===== src/design/lmsc_pkg.sv =====
// Types and constants of the level meter and silence chunker.
package lmsc_pkg;

  localparam int LevelBits = 15;
  localparam int FracBits  = 16;
  localparam int CfgIdxBits = 3;

  localparam logic [LevelBits-1:0] LevelMax = 15'h7fff;

  localparam logic [FracBits-1:0]  AttackReset    = 16'd39322;
  localparam logic [FracBits-1:0]  ReleaseReset   = 16'd9830;
  localparam logic [LevelBits-1:0] ThresholdReset = 15'd655;
  localparam logic [31:0]          PauseReset     = 32'd16800;
  localparam logic [31:0]          ChunkMinReset  = 32'd72000;
  localparam logic [31:0]          ChunkMaxReset  = 32'd384000;

  typedef enum logic [1:0] {
    OP_SAMPLE = 2'd0,
    OP_START  = 2'd1,
    OP_STOP   = 2'd2
  } opcode_e;

  typedef enum logic [CfgIdxBits-1:0] {
    CFG_ATTACK    = 3'd0,
    CFG_RELEASE   = 3'd1,
    CFG_LIVE_MODE = 3'd2,
    CFG_THRESHOLD = 3'd3,
    CFG_PAUSE     = 3'd4,
    CFG_CHUNK_MIN = 3'd5,
    CFG_CHUNK_MAX = 3'd6
  } cfg_idx_e;

  typedef struct packed {
    logic [FracBits-1:0]  attack_fraction;
    logic [FracBits-1:0]  release_fraction;
    logic                 live_mode;
    logic [LevelBits-1:0] silence_threshold;
  } meter_cfg_t;

  // One input item after the front stage: magnitude already in Q0.15.
  typedef struct packed {
    opcode_e              opcode;
    logic [LevelBits-1:0] mag;
    logic                 buffer_end;
  } item_t;

endpackage


===== src/design/lmsc_in_if.sv =====
// Input stream channel: opcode, sample and buffer end.
interface lmsc_in_if #(
  parameter int SAMPLE_BITS = 16
) ();
  logic                          valid;
  logic                          ready;
  logic [1:0]                    opcode;
  logic signed [SAMPLE_BITS-1:0] sample;
  logic                          buffer_end;

  modport source (output valid, output opcode, output sample, output buffer_end, input ready);
  modport sink   (input valid, input opcode, input sample, input buffer_end, output ready);
endinterface


===== src/design/lmsc_out_if.sv =====
// Result stream channel: level, cut flags and chunk length.
interface lmsc_out_if #(
  parameter int COUNT_BITS = 24
) ();
  logic                  valid;
  logic                  ready;
  logic [14:0]           level;
  logic                  cut;
  logic                  final_chunk;
  logic [COUNT_BITS-1:0] chunk_length;

  modport source (output valid, output level, output cut, output final_chunk,
                  output chunk_length, input ready);
  modport sink   (input valid, input level, input cut, input final_chunk,
                  input chunk_length, output ready);
endinterface


===== src/design/lmsc_cfg_regs.sv =====
// Configuration register file of the level meter and silence chunker.
module lmsc_cfg_regs #(
  parameter int COUNT_BITS = 24
) (
  input  logic                                 clk_i,
  input  logic                                 rst_ni,
  input  logic                                 cfg_we_i,
  input  logic [lmsc_pkg::CfgIdxBits-1:0]      cfg_idx_i,
  input  logic [COUNT_BITS-1:0]                cfg_wdata_i,
  output lmsc_pkg::meter_cfg_t                 meter_cfg_o,
  output logic [COUNT_BITS-1:0]                pause_samples_o,
  output logic [COUNT_BITS-1:0]                chunk_min_o,
  output logic [COUNT_BITS-1:0]                chunk_max_o
);
  import lmsc_pkg::*;

  meter_cfg_t            meter_q;
  logic [COUNT_BITS-1:0] pause_q;
  logic [COUNT_BITS-1:0] min_q;
  logic [COUNT_BITS-1:0] max_q;

  always_ff @(posedge clk_i or negedge rst_ni) begin
    if (!rst_ni) begin
      meter_q.attack_fraction   <= AttackReset;
      meter_q.release_fraction  <= ReleaseReset;
      meter_q.live_mode         <= 1'b0;
      meter_q.silence_threshold <= ThresholdReset;
      pause_q                   <= COUNT_BITS'(PauseReset);
      min_q                     <= COUNT_BITS'(ChunkMinReset);
      max_q                     <= COUNT_BITS'(ChunkMaxReset);
    end else if (cfg_we_i) begin
      unique case (cfg_idx_i)
        CFG_ATTACK:    meter_q.attack_fraction   <= cfg_wdata_i[FracBits-1:0];
        CFG_RELEASE:   meter_q.release_fraction  <= cfg_wdata_i[FracBits-1:0];
        CFG_LIVE_MODE: meter_q.live_mode         <= cfg_wdata_i[0];
        CFG_THRESHOLD: meter_q.silence_threshold <= cfg_wdata_i[LevelBits-1:0];
        CFG_PAUSE:     pause_q                   <= cfg_wdata_i;
        CFG_CHUNK_MIN: min_q                     <= cfg_wdata_i;
        CFG_CHUNK_MAX: max_q                     <= cfg_wdata_i;
        default: ;  // drop writes beyond the register list
      endcase
    end
  end

  assign meter_cfg_o     = meter_q;
  assign pause_samples_o = pause_q;
  assign chunk_min_o     = min_q;
  assign chunk_max_o     = max_q;
endmodule


===== src/design/lmsc_front.sv =====
// Input register stage: takes a transfer and turns the sample into a Q0.15 magnitude.
module lmsc_front #(
  parameter int SAMPLE_BITS = 16
) (
  input  logic            clk_i,
  input  logic            rst_ni,
  lmsc_in_if.sink         in_i,
  output logic            item_valid_o,
  output lmsc_pkg::item_t item_o,
  input  logic            item_ready_i
);
  import lmsc_pkg::*;

  localparam int WideBits = (SAMPLE_BITS > 16) ? SAMPLE_BITS : 16;
  localparam int ShiftR   = (SAMPLE_BITS > 16) ? SAMPLE_BITS - 16 : 0;
  localparam int ShiftL   = (SAMPLE_BITS < 16) ? 16 - SAMPLE_BITS : 0;

  logic [SAMPLE_BITS-1:0] raw;
  logic [SAMPLE_BITS-1:0] abs_val;
  logic [WideBits-1:0]    abs_wide;
  logic [15:0]            scaled;
  item_t                  item_d;
  item_t                  item_q;
  logic                   valid_q;

  always_comb begin
    raw      = in_i.sample;
    // The most negative code maps to 2^(SAMPLE_BITS-1), which still fits unsigned.
    abs_val  = raw[SAMPLE_BITS-1] ? (~raw + 1'b1) : raw;
    abs_wide = WideBits'(abs_val);
    scaled   = 16'((abs_wide >> ShiftR) << ShiftL);
    item_d.opcode     = opcode_e'(in_i.opcode);
    item_d.mag        = scaled[15] ? LevelMax : scaled[LevelBits-1:0];
    item_d.buffer_end = in_i.buffer_end;
  end

  assign in_i.ready = !valid_q || item_ready_i;

  always_ff @(posedge clk_i or negedge rst_ni) begin
    if (!rst_ni) begin
      valid_q <= 1'b0;
    end else if (in_i.ready) begin
      valid_q <= in_i.valid;
    end
  end

  always_ff @(posedge clk_i) begin
    if (in_i.valid && in_i.ready) begin
      item_q <= item_d;
    end
  end

  assign item_valid_o = valid_q;
  assign item_o       = item_q;
endmodule


===== src/design/lmsc_core.sv =====
// Meter and chunk state update with the result register.
module lmsc_core #(
  parameter int COUNT_BITS = 24
) (
  input  logic                  clk_i,
  input  logic                  rst_ni,
  input  lmsc_pkg::meter_cfg_t  meter_cfg_i,
  input  logic [COUNT_BITS-1:0] pause_samples_i,
  input  logic [COUNT_BITS-1:0] chunk_min_i,
  input  logic [COUNT_BITS-1:0] chunk_max_i,
  input  logic                  item_valid_i,
  input  lmsc_pkg::item_t       item_i,
  output logic                  item_ready_o,
  lmsc_out_if.source            out_o
);
  import lmsc_pkg::*;

  localparam logic [COUNT_BITS-1:0] CountMax = '1;

  logic                  rec_q, rec_d;
  logic [LevelBits-1:0]  peak_q, peak_d;
  logic [LevelBits-1:0]  level_q, level_d;
  logic [COUNT_BITS-1:0] bcount_q, bcount_d;
  logic [COUNT_BITS-1:0] silence_q, silence_d;
  logic [COUNT_BITS-1:0] ccount_q, ccount_d;

  logic                  out_valid_q;
  logic [LevelBits-1:0]  res_level_q, res_level_d;
  logic                  res_cut_q, res_cut_d;
  logic                  res_fin_q, res_fin_d;
  logic [COUNT_BITS-1:0] res_len_q, res_len_d;
  logic                  res_fire;

  logic                  take;
  logic [LevelBits-1:0]  peak_max;
  logic [COUNT_BITS-1:0] bcount_inc;
  logic [COUNT_BITS-1:0] ccount_inc;
  logic                  going_down;
  logic [LevelBits-1:0]  diff;
  logic [FracBits-1:0]   frac;
  logic [30:0]           prod;
  logic [15:0]           step_dn;
  logic [15:0]           level_up;
  logic [LevelBits-1:0]  level_new;
  logic [COUNT_BITS:0]   silence_sum;
  logic [COUNT_BITS-1:0] silence_sat;
  logic [COUNT_BITS-1:0] silence_new;
  logic                  at_pause;
  logic                  at_cap;

  assign item_ready_o = !out_valid_q || out_o.ready;
  assign take         = item_valid_i && item_ready_o;

  // Level smoothing, peak and counter arithmetic for a sample; level and silence results apply at a buffer end.
  always_comb begin
    peak_max   = (item_i.mag > peak_q) ? item_i.mag : peak_q;
    bcount_inc = (bcount_q == CountMax) ? bcount_q : bcount_q + 1'b1;
    ccount_inc = (ccount_q == CountMax) ? ccount_q : ccount_q + 1'b1;

    going_down = level_q > peak_max;
    diff       = going_down ? level_q - peak_max : peak_max - level_q;
    frac       = (peak_max > level_q) ? meter_cfg_i.attack_fraction
                                      : meter_cfg_i.release_fraction;
    prod       = 31'(diff) * 31'(frac);
    // Falling step rounds toward minus infinity: ceil of the magnitude.
    step_dn    = 16'((32'(prod) + 32'd65535) >> 16);
    level_up   = 16'(level_q) + 16'(prod[30:16]);
    if (going_down) begin
      level_new = (16'(level_q) > step_dn) ? LevelBits'(16'(level_q) - step_dn) : '0;
    end else begin
      level_new = level_up[15] ? LevelMax : level_up[LevelBits-1:0];
    end

    silence_sum = {1'b0, silence_q} + {1'b0, bcount_inc};
    silence_sat = silence_sum[COUNT_BITS] ? CountMax : silence_sum[COUNT_BITS-1:0];
    silence_new = (peak_max < meter_cfg_i.silence_threshold) ? silence_sat : '0;
    at_pause    = (ccount_inc >= chunk_min_i) && (silence_new >= pause_samples_i);
    at_cap      = ccount_inc >= chunk_max_i;
  end

  always_comb begin
    rec_d       = rec_q;
    peak_d      = peak_q;
    level_d     = level_q;
    bcount_d    = bcount_q;
    silence_d   = silence_q;
    ccount_d    = ccount_q;
    res_fire    = 1'b0;
    res_level_d = level_q;
    res_cut_d   = 1'b0;
    res_fin_d   = 1'b0;
    res_len_d   = '0;

    if (take) begin
      unique case (item_i.opcode)
        OP_START: begin
          if (!rec_q) begin
            rec_d     = 1'b1;
            peak_d    = '0;
            level_d   = '0;
            bcount_d  = '0;
            silence_d = '0;
            ccount_d  = '0;
          end
        end
        OP_STOP: begin
          if (rec_q) begin
            rec_d       = 1'b0;
            peak_d      = '0;
            level_d     = '0;
            bcount_d    = '0;
            res_fire    = 1'b1;
            res_level_d = '0;
            if (meter_cfg_i.live_mode) begin
              res_cut_d = 1'b1;
              res_fin_d = 1'b1;
              res_len_d = ccount_q;
              ccount_d  = '0;
              silence_d = '0;
            end
          end
        end
        OP_SAMPLE: begin
          if (rec_q) begin
            ccount_d = ccount_inc;
            if (!item_i.buffer_end) begin
              peak_d   = peak_max;
              bcount_d = bcount_inc;
            end else begin
              peak_d      = '0;
              bcount_d    = '0;
              level_d     = level_new;
              res_fire    = 1'b1;
              res_level_d = level_new;
              if (meter_cfg_i.live_mode) begin
                silence_d = silence_new;
                if (at_pause || at_cap) begin
                  res_cut_d = 1'b1;
                  res_len_d = ccount_inc;
                  ccount_d  = '0;
                  silence_d = '0;
                end
              end
            end
          end
        end
        default: ;  // drop the unused opcode
      endcase
    end
  end

  always_ff @(posedge clk_i or negedge rst_ni) begin
    if (!rst_ni) begin
      rec_q       <= 1'b0;
      peak_q      <= '0;
      level_q     <= '0;
      bcount_q    <= '0;
      silence_q   <= '0;
      ccount_q    <= '0;
      out_valid_q <= 1'b0;
    end else begin
      rec_q     <= rec_d;
      peak_q    <= peak_d;
      level_q   <= level_d;
      bcount_q  <= bcount_d;
      silence_q <= silence_d;
      ccount_q  <= ccount_d;
      if (item_ready_o) begin
        out_valid_q <= res_fire;
      end
    end
  end

  always_ff @(posedge clk_i) begin
    if (res_fire) begin
      res_level_q <= res_level_d;
      res_cut_q   <= res_cut_d;
      res_fin_q   <= res_fin_d;
      res_len_q   <= res_len_d;
    end
  end

  assign out_o.valid        = out_valid_q;
  assign out_o.level        = res_level_q;
  assign out_o.cut          = res_cut_q;
  assign out_o.final_chunk  = res_fin_q;
  assign out_o.chunk_length = res_len_q;
endmodule


===== src/design/level_meter_silence_chunker.sv =====
// Level meter with silence-based chunk cutting, top level.
//
// Takes one item per clock: a start, a stop or a signed sample with a buffer-end
// flag. An item is registered at its transfer with its magnitude already scaled to
// Q0.15. The state update runs between that input register and the result
// register, so a result is registered as the state update takes its item and is
// valid from the cycle after. Items stream at one per cycle while the result
// channel is ready. The rate is set by the single state update per item: peak,
// level smoothing (one 15x16 multiply), silence run and chunk counters all settle
// in that update. Results come only at a buffer end or a stop while recording;
// a stalled result holds in the output register while one more item waits in the
// input register. Configuration writes take effect on the next item and belong
// between items, with the block idle.
module level_meter_silence_chunker #(
  parameter int SAMPLE_BITS = 16,
  parameter int COUNT_BITS  = 24
) (
  input  logic                              clk_i,
  input  logic                              rst_ni,
  lmsc_in_if.sink                           in_i,
  lmsc_out_if.source                        out_o,
  input  logic                              cfg_we_i,
  input  logic [lmsc_pkg::CfgIdxBits-1:0]   cfg_idx_i,
  input  logic [COUNT_BITS-1:0]             cfg_wdata_i
);
  import lmsc_pkg::*;

  meter_cfg_t            meter_cfg;
  logic [COUNT_BITS-1:0] pause_samples;
  logic [COUNT_BITS-1:0] chunk_min;
  logic [COUNT_BITS-1:0] chunk_max;
  logic                  item_valid;
  logic                  item_ready;
  item_t                 item;

  lmsc_cfg_regs #(
    .COUNT_BITS(COUNT_BITS)
  ) u_cfg_regs (
    .clk_i           (clk_i),
    .rst_ni          (rst_ni),
    .cfg_we_i        (cfg_we_i),
    .cfg_idx_i       (cfg_idx_i),
    .cfg_wdata_i     (cfg_wdata_i),
    .meter_cfg_o     (meter_cfg),
    .pause_samples_o (pause_samples),
    .chunk_min_o     (chunk_min),
    .chunk_max_o     (chunk_max)
  );

  lmsc_front #(
    .SAMPLE_BITS(SAMPLE_BITS)
  ) u_front (
    .clk_i        (clk_i),
    .rst_ni       (rst_ni),
    .in_i         (in_i),
    .item_valid_o (item_valid),
    .item_o       (item),
    .item_ready_i (item_ready)
  );

  lmsc_core #(
    .COUNT_BITS(COUNT_BITS)
  ) u_core (
    .clk_i           (clk_i),
    .rst_ni          (rst_ni),
    .meter_cfg_i     (meter_cfg),
    .pause_samples_i (pause_samples),
    .chunk_min_i     (chunk_min),
    .chunk_max_i     (chunk_max),
    .item_valid_i    (item_valid),
    .item_i          (item),
    .item_ready_o    (item_ready),
    .out_o           (out_o)
  );
endmodule


===== src/flat_wrapper.sv =====
// flat-port wrapper written by rule: the top's interface ports become plain ports
module level_meter_silence_chunker_flat import lmsc_pkg::*;
#(
  parameter int SAMPLE_BITS = 16,
  parameter int COUNT_BITS  = 24
)
  (clk_i, rst_ni, cfg_we_i, cfg_idx_i, cfg_wdata_i, in_i_valid, in_i_opcode, in_i_sample, in_i_buffer_end, in_i_ready, out_o_valid, out_o_level, out_o_cut, out_o_final_chunk, out_o_chunk_length, out_o_ready);
  lmsc_in_if #(.SAMPLE_BITS(SAMPLE_BITS)) in_i_i ();
  lmsc_out_if #(.COUNT_BITS(COUNT_BITS)) out_o_i ();
  input  logic clk_i;
  input  logic rst_ni;
  input  logic cfg_we_i;
  input  logic [lmsc_pkg::CfgIdxBits-1:0] cfg_idx_i;
  input  logic [COUNT_BITS-1:0] cfg_wdata_i;
  input wire logic [$bits(in_i_i.valid)-1:0] in_i_valid;
  input wire logic [$bits(in_i_i.opcode)-1:0] in_i_opcode;
  input wire logic [$bits(in_i_i.sample)-1:0] in_i_sample;
  input wire logic [$bits(in_i_i.buffer_end)-1:0] in_i_buffer_end;
  output wire logic [$bits(in_i_i.ready)-1:0] in_i_ready;
  output wire logic [$bits(out_o_i.valid)-1:0] out_o_valid;
  output wire logic [$bits(out_o_i.level)-1:0] out_o_level;
  output wire logic [$bits(out_o_i.cut)-1:0] out_o_cut;
  output wire logic [$bits(out_o_i.final_chunk)-1:0] out_o_final_chunk;
  output wire logic [$bits(out_o_i.chunk_length)-1:0] out_o_chunk_length;
  input wire logic [$bits(out_o_i.ready)-1:0] out_o_ready;
  assign in_i_i.valid = in_i_valid;
  assign in_i_i.opcode = in_i_opcode;
  assign in_i_i.sample = in_i_sample;
  assign in_i_i.buffer_end = in_i_buffer_end;
  assign in_i_ready = in_i_i.ready;
  assign out_o_valid = out_o_i.valid;
  assign out_o_level = out_o_i.level;
  assign out_o_cut = out_o_i.cut;
  assign out_o_final_chunk = out_o_i.final_chunk;
  assign out_o_chunk_length = out_o_i.chunk_length;
  assign out_o_i.ready = out_o_ready;
  level_meter_silence_chunker #(.SAMPLE_BITS(SAMPLE_BITS), .COUNT_BITS(COUNT_BITS)) u_core (.clk_i(clk_i), .rst_ni(rst_ni), .in_i(in_i_i), .out_o(out_o_i), .cfg_we_i(cfg_we_i), .cfg_idx_i(cfg_idx_i), .cfg_wdata_i(cfg_wdata_i));
endmodule

===== config.mk =====
export PLATFORM = sky130hd
export DESIGN_NAME = level_meter_silence_chunker_flat
export DESIGN_NICKNAME = d
export VERILOG_FILES = /design/src/design/lmsc_pkg.sv /design/src/design/lmsc_in_if.sv /design/src/design/lmsc_out_if.sv /design/src/design/lmsc_cfg_regs.sv /design/src/design/lmsc_front.sv /design/src/design/lmsc_core.sv /design/src/design/level_meter_silence_chunker.sv /design/src/flat_wrapper.sv
export SDC_FILE = /design/constraint.sdc
export NUM_CORES = 1
export LEC_CHECK = 0
export ABC_AREA = 1
export BUFFER_PORTS_ARGS = -buffer_cell sky130_fd_sc_hd__buf_2
export CAP_MARGIN = 20
export CELL_PAD_IN_SITES_DETAIL_PLACEMENT = 1
export CELL_PAD_IN_SITES_GLOBAL_PLACEMENT = 1
export CORE_ASPECT_RATIO = 0.6
export CORE_UTILIZATION = 30
export CTS_BUF_LIST = sky130_fd_sc_hd__clkbuf_8
export DETAILED_ROUTE_END_ITERATION = 10
export GPL_TIMING_DRIVEN = 1
export PLACE_DENSITY = 0.64
export REMOVE_ABC_BUFFERS = 1
export SLEW_MARGIN = 25
export SYNTH_ARGS = -nofsm -noshare
export SYNTH_HDL_FRONTEND = slang
export SYNTH_SLANG_ARGS = --single-unit

===== constraint.sdc =====
create_clock -name clk_i -period 10.5 [get_ports clk_i]
set_input_delay 1.05 -clock clk_i [delete_from_list [all_inputs] [get_ports clk_i]]
set_output_delay 1.05 -clock clk_i [all_outputs]
set_load 0.05 [all_outputs]

==> metrics <==
post-place setup slack=-2030 ps; multi-input logic area=19,400 um2; H-tree depth=2; async set-or-reset flop fraction in the synthesized netlist=79.2%; Max Slew Vio Count=0; clk sinks=284; Via density=4.88; P&R area growth vs syn=33.3%; worst path required time=10,890 ps; detailed-route via count=27.5k; CP bufs+invs=16; Cells after Synth=3,703; endpoints failing setup=30; I/O pin count=94; unrepaired setup endpoints after global routing=yes; total area of sequential cells=7450 um2; first-pass GRT wire length=168 mm; number of fill cells=11.2k; post-synth cell types=65; fin crit share=111%; Tot GR Track Use=23.0%; Critical Path Fanout Max=8; Worst setup SP type=flop; Initial Utilization=30.4%; outcome=finished with violations; largest net degree at the start of global routing=120; worst-margin pin slew=1030 ps; count leader, synth=nand2_1; WS Path Type=flop to flop; CP endpoint kind=flop; post-route clock skew=72.6 ps; first-pass detailed-route iteration total=7; initial antenna violation count=7; most used cell along the critical path=nand2_1; share of the synthesized area in the top cell type=16.8%; fin nets=4,866; final worst setup slack=-1120 ps; slowest CP cell=fa_1; Clock Path Buffers=3; Ys Warns=0; Synth Register Bits=284; core area=92,200 um2; syn avg cell area=7.57 um2; Synth area leader=dfrtp_1; CTS buffer count=45; die area=94,700 um2; CTS tree=yes; number of synthesized flops with an enable pin=59; GRT overflow=0; top cells by area, synth=dfrtp_1, fa_1, ha_1; Clock transition at path regs=80 ps; Rows=86; vias in the first global route=27.8k; Seq/Total Area, Yosys=26.6%; Port Buffers=93; Skew-Pair Late Insertion Delay=670 ps; RD Place Congestion=0.922; drt drc=0; share of layout cells above drive strength 1=26.9%; type of the most critical hold path=primary input to async pin; DIE WIDTH=397 um; Final Routed Wirelength=111 mm; routed len/inst=19.7 um; top cells by count, synth=nand2_1, inv_1, ha_1, nor2_1, o21ai_0; utilization after layout=40.5%; CP max stage delay=550 ps; Post-synth top flop=dfrtp_1; Post-DP HPWL=85.4 mm; synthesized cell area=28,000 um2; Worst Path Arrival=12,010 ps; Initial DRC Count=2,175; Die H=239 um; root buf cell=clkbuf_8; Tmin final=11,620 ps; CP delay by family, top=adder cells; Fmax achieved=86.1 MHz; Max Cap Violations=0; worst rel slew slack=30.8%; TNS Setup=-30,770 ps; Hold Vio Cnt, Final=0; Antenna Nets Post-Route=0; failing checks=negative setup slack
[cells by family (layout without fill, tap and decap cells)]
| logic type | count (synthesis) | count (layout) | share of synthesized area, % |
|---|---|---|---|
| other | 0 | 2 | 0 |
| buffers and inverters | 790 | 1477 | 10.9 |
| AO/OA/AOI/OAI | 591 | 591 | 11.6 |
| flip-flops | 284 | 284 | 26.6 |
| XOR/XNOR | 133 | 133 | 4.33 |
| AND/OR/NAND/NOR | 1444 | 1445 | 21.1 |
| adder cells (fa/ha/maj) | 461 | 461 | 25.5 |
[sequential cells by signal, summed over array words and instances, names as in the netlist]
register	count
u_core.u_front.item_o	18
u_core.u_core.ccount_q	24
u_core.u_core.out_o.cut	1
u_core.u_core.bcount_q	24
u_core.u_cfg_regs.chunk_min_o	24
u_core.u_core.out_o.valid	1
u_core.u_cfg_regs.chunk_max_o	24
u_core.u_cfg_regs.pause_samples_o	24
u_core.u_core.peak_q	15
u_core.u_core.rec_q	1
u_core.u_core.out_o.level	15
u_core.u_core.silence_q	24
u_core.u_cfg_regs.meter_cfg_o	48
u_core.u_front.item_valid_o	1
u_core.u_core.out_o.final_chunk	1
u_core.u_core.level_q	15
u_core.u_core.out_o.chunk_length	24
[repair_timing]
action                     in CTS  in global routing
setup buffers                  61                 40
pin swaps                     119                188
gates resized for setup       255                228
setup endpoints to repair      30                 30
gates cloned                    4                  2
hold buffers                    0                  0
[stage by stage]
step	cells	hold slack [ps]	cell area, um2
after global placement	5439	466	33600
after floorplan	3605	453	27600
final	5625	483	37400
after detailed placement	5439	473	33600
after CTS	5586	490	36200
after global routing	5623	504	37400
[worst paths after layout]
path / from / endpoint / slack [ps] / depth (start not counted)
hold reg to reg: u_core.u_cfg_regs.meter_cfg_o[13]$_DFFE_PN0P_ / u_core.u_cfg_regs.meter_cfg_o[13]$_DFFE_PN0P_ / 490 / 2
max in group asynchronous: rst_ni / u_core.u_core.bcount_q[3]$_DFFE_PN0P_ / 8660 / 2
setup / recovery: u_core.u_front.item_o[15]$_SDFFCE_PP1P_ / u_core.u_core.out_o.level[3]$_DFFE_PP_ / -1120 / 72
setup reg to reg: u_core.u_front.item_o[15]$_SDFFCE_PP1P_ / u_core.u_core.out_o.level[3]$_DFFE_PP_ / -1120 / 72
hold / removal: rst_ni / u_core.u_cfg_regs.chunk_min_o[3]$_DFFE_PN0P_ / 480 / 1
min in group clk_i: u_core.u_cfg_regs.meter_cfg_o[13]$_DFFE_PN0P_ / u_core.u_cfg_regs.meter_cfg_o[13]$_DFFE_PN0P_ / 490 / 2
[cell type report]
| cell class | instances | share of cell area, % |
|---|---|---|
| multi-input combinational | 2630 | 52.0 |
| timing repair buffer | 701 | 14.5 |
| clock buffer | 54 | 1.99 |
| tap | 1232 | 4.12 |
| inverter | 692 | 7.02 |
| clock inverter | 30 | 0.509 |
| sequential | 284 | 19.9 |
| antenna | 2 | 0.0134 |
[cell usage in the layout, fill, tap and decap left out, types with 29 or more instances in the layout]
master,Yosys,final
buf_2,21,92
nor3_1,49,41
nand2_1,911,840
nand2_2,7,53
ha_1,277,237
buf_4,2,555
nand3_1,118,96
inv_2,11,52
o21ai_0,237,209
nand4_1,46,46
clkbuf_8,0,54
nor2_1,265,243
a21oi_2,1,29
xor2_1,102,92
dfstp_2,37,37
ha_4,0,35
inv_1,672,643
edfxtp_1,59,59
a21oi_1,222,182
dfrtp_1,188,188
buf_6,6,36
fa_1,184,175
[per-layer routing]
| layer | up-vias | track usage, % | part of all wire, % |
|---|---|---|---|
| met5 | - | 0 | 0.0072 |
| met4 | 2 | 2.94 | 1.0 |
| met3 | 78 | 4.80 | 7.7 |
| met2 | 789 | 30.3 | 38 |
| met1 | 13600 | 37.8 | 53 |
| li1 | 13000 | - | - |
Power is left out: the tool's default activity adds up to more than one toggle a clock period on the data nets, which glitch-free logic cannot reach.
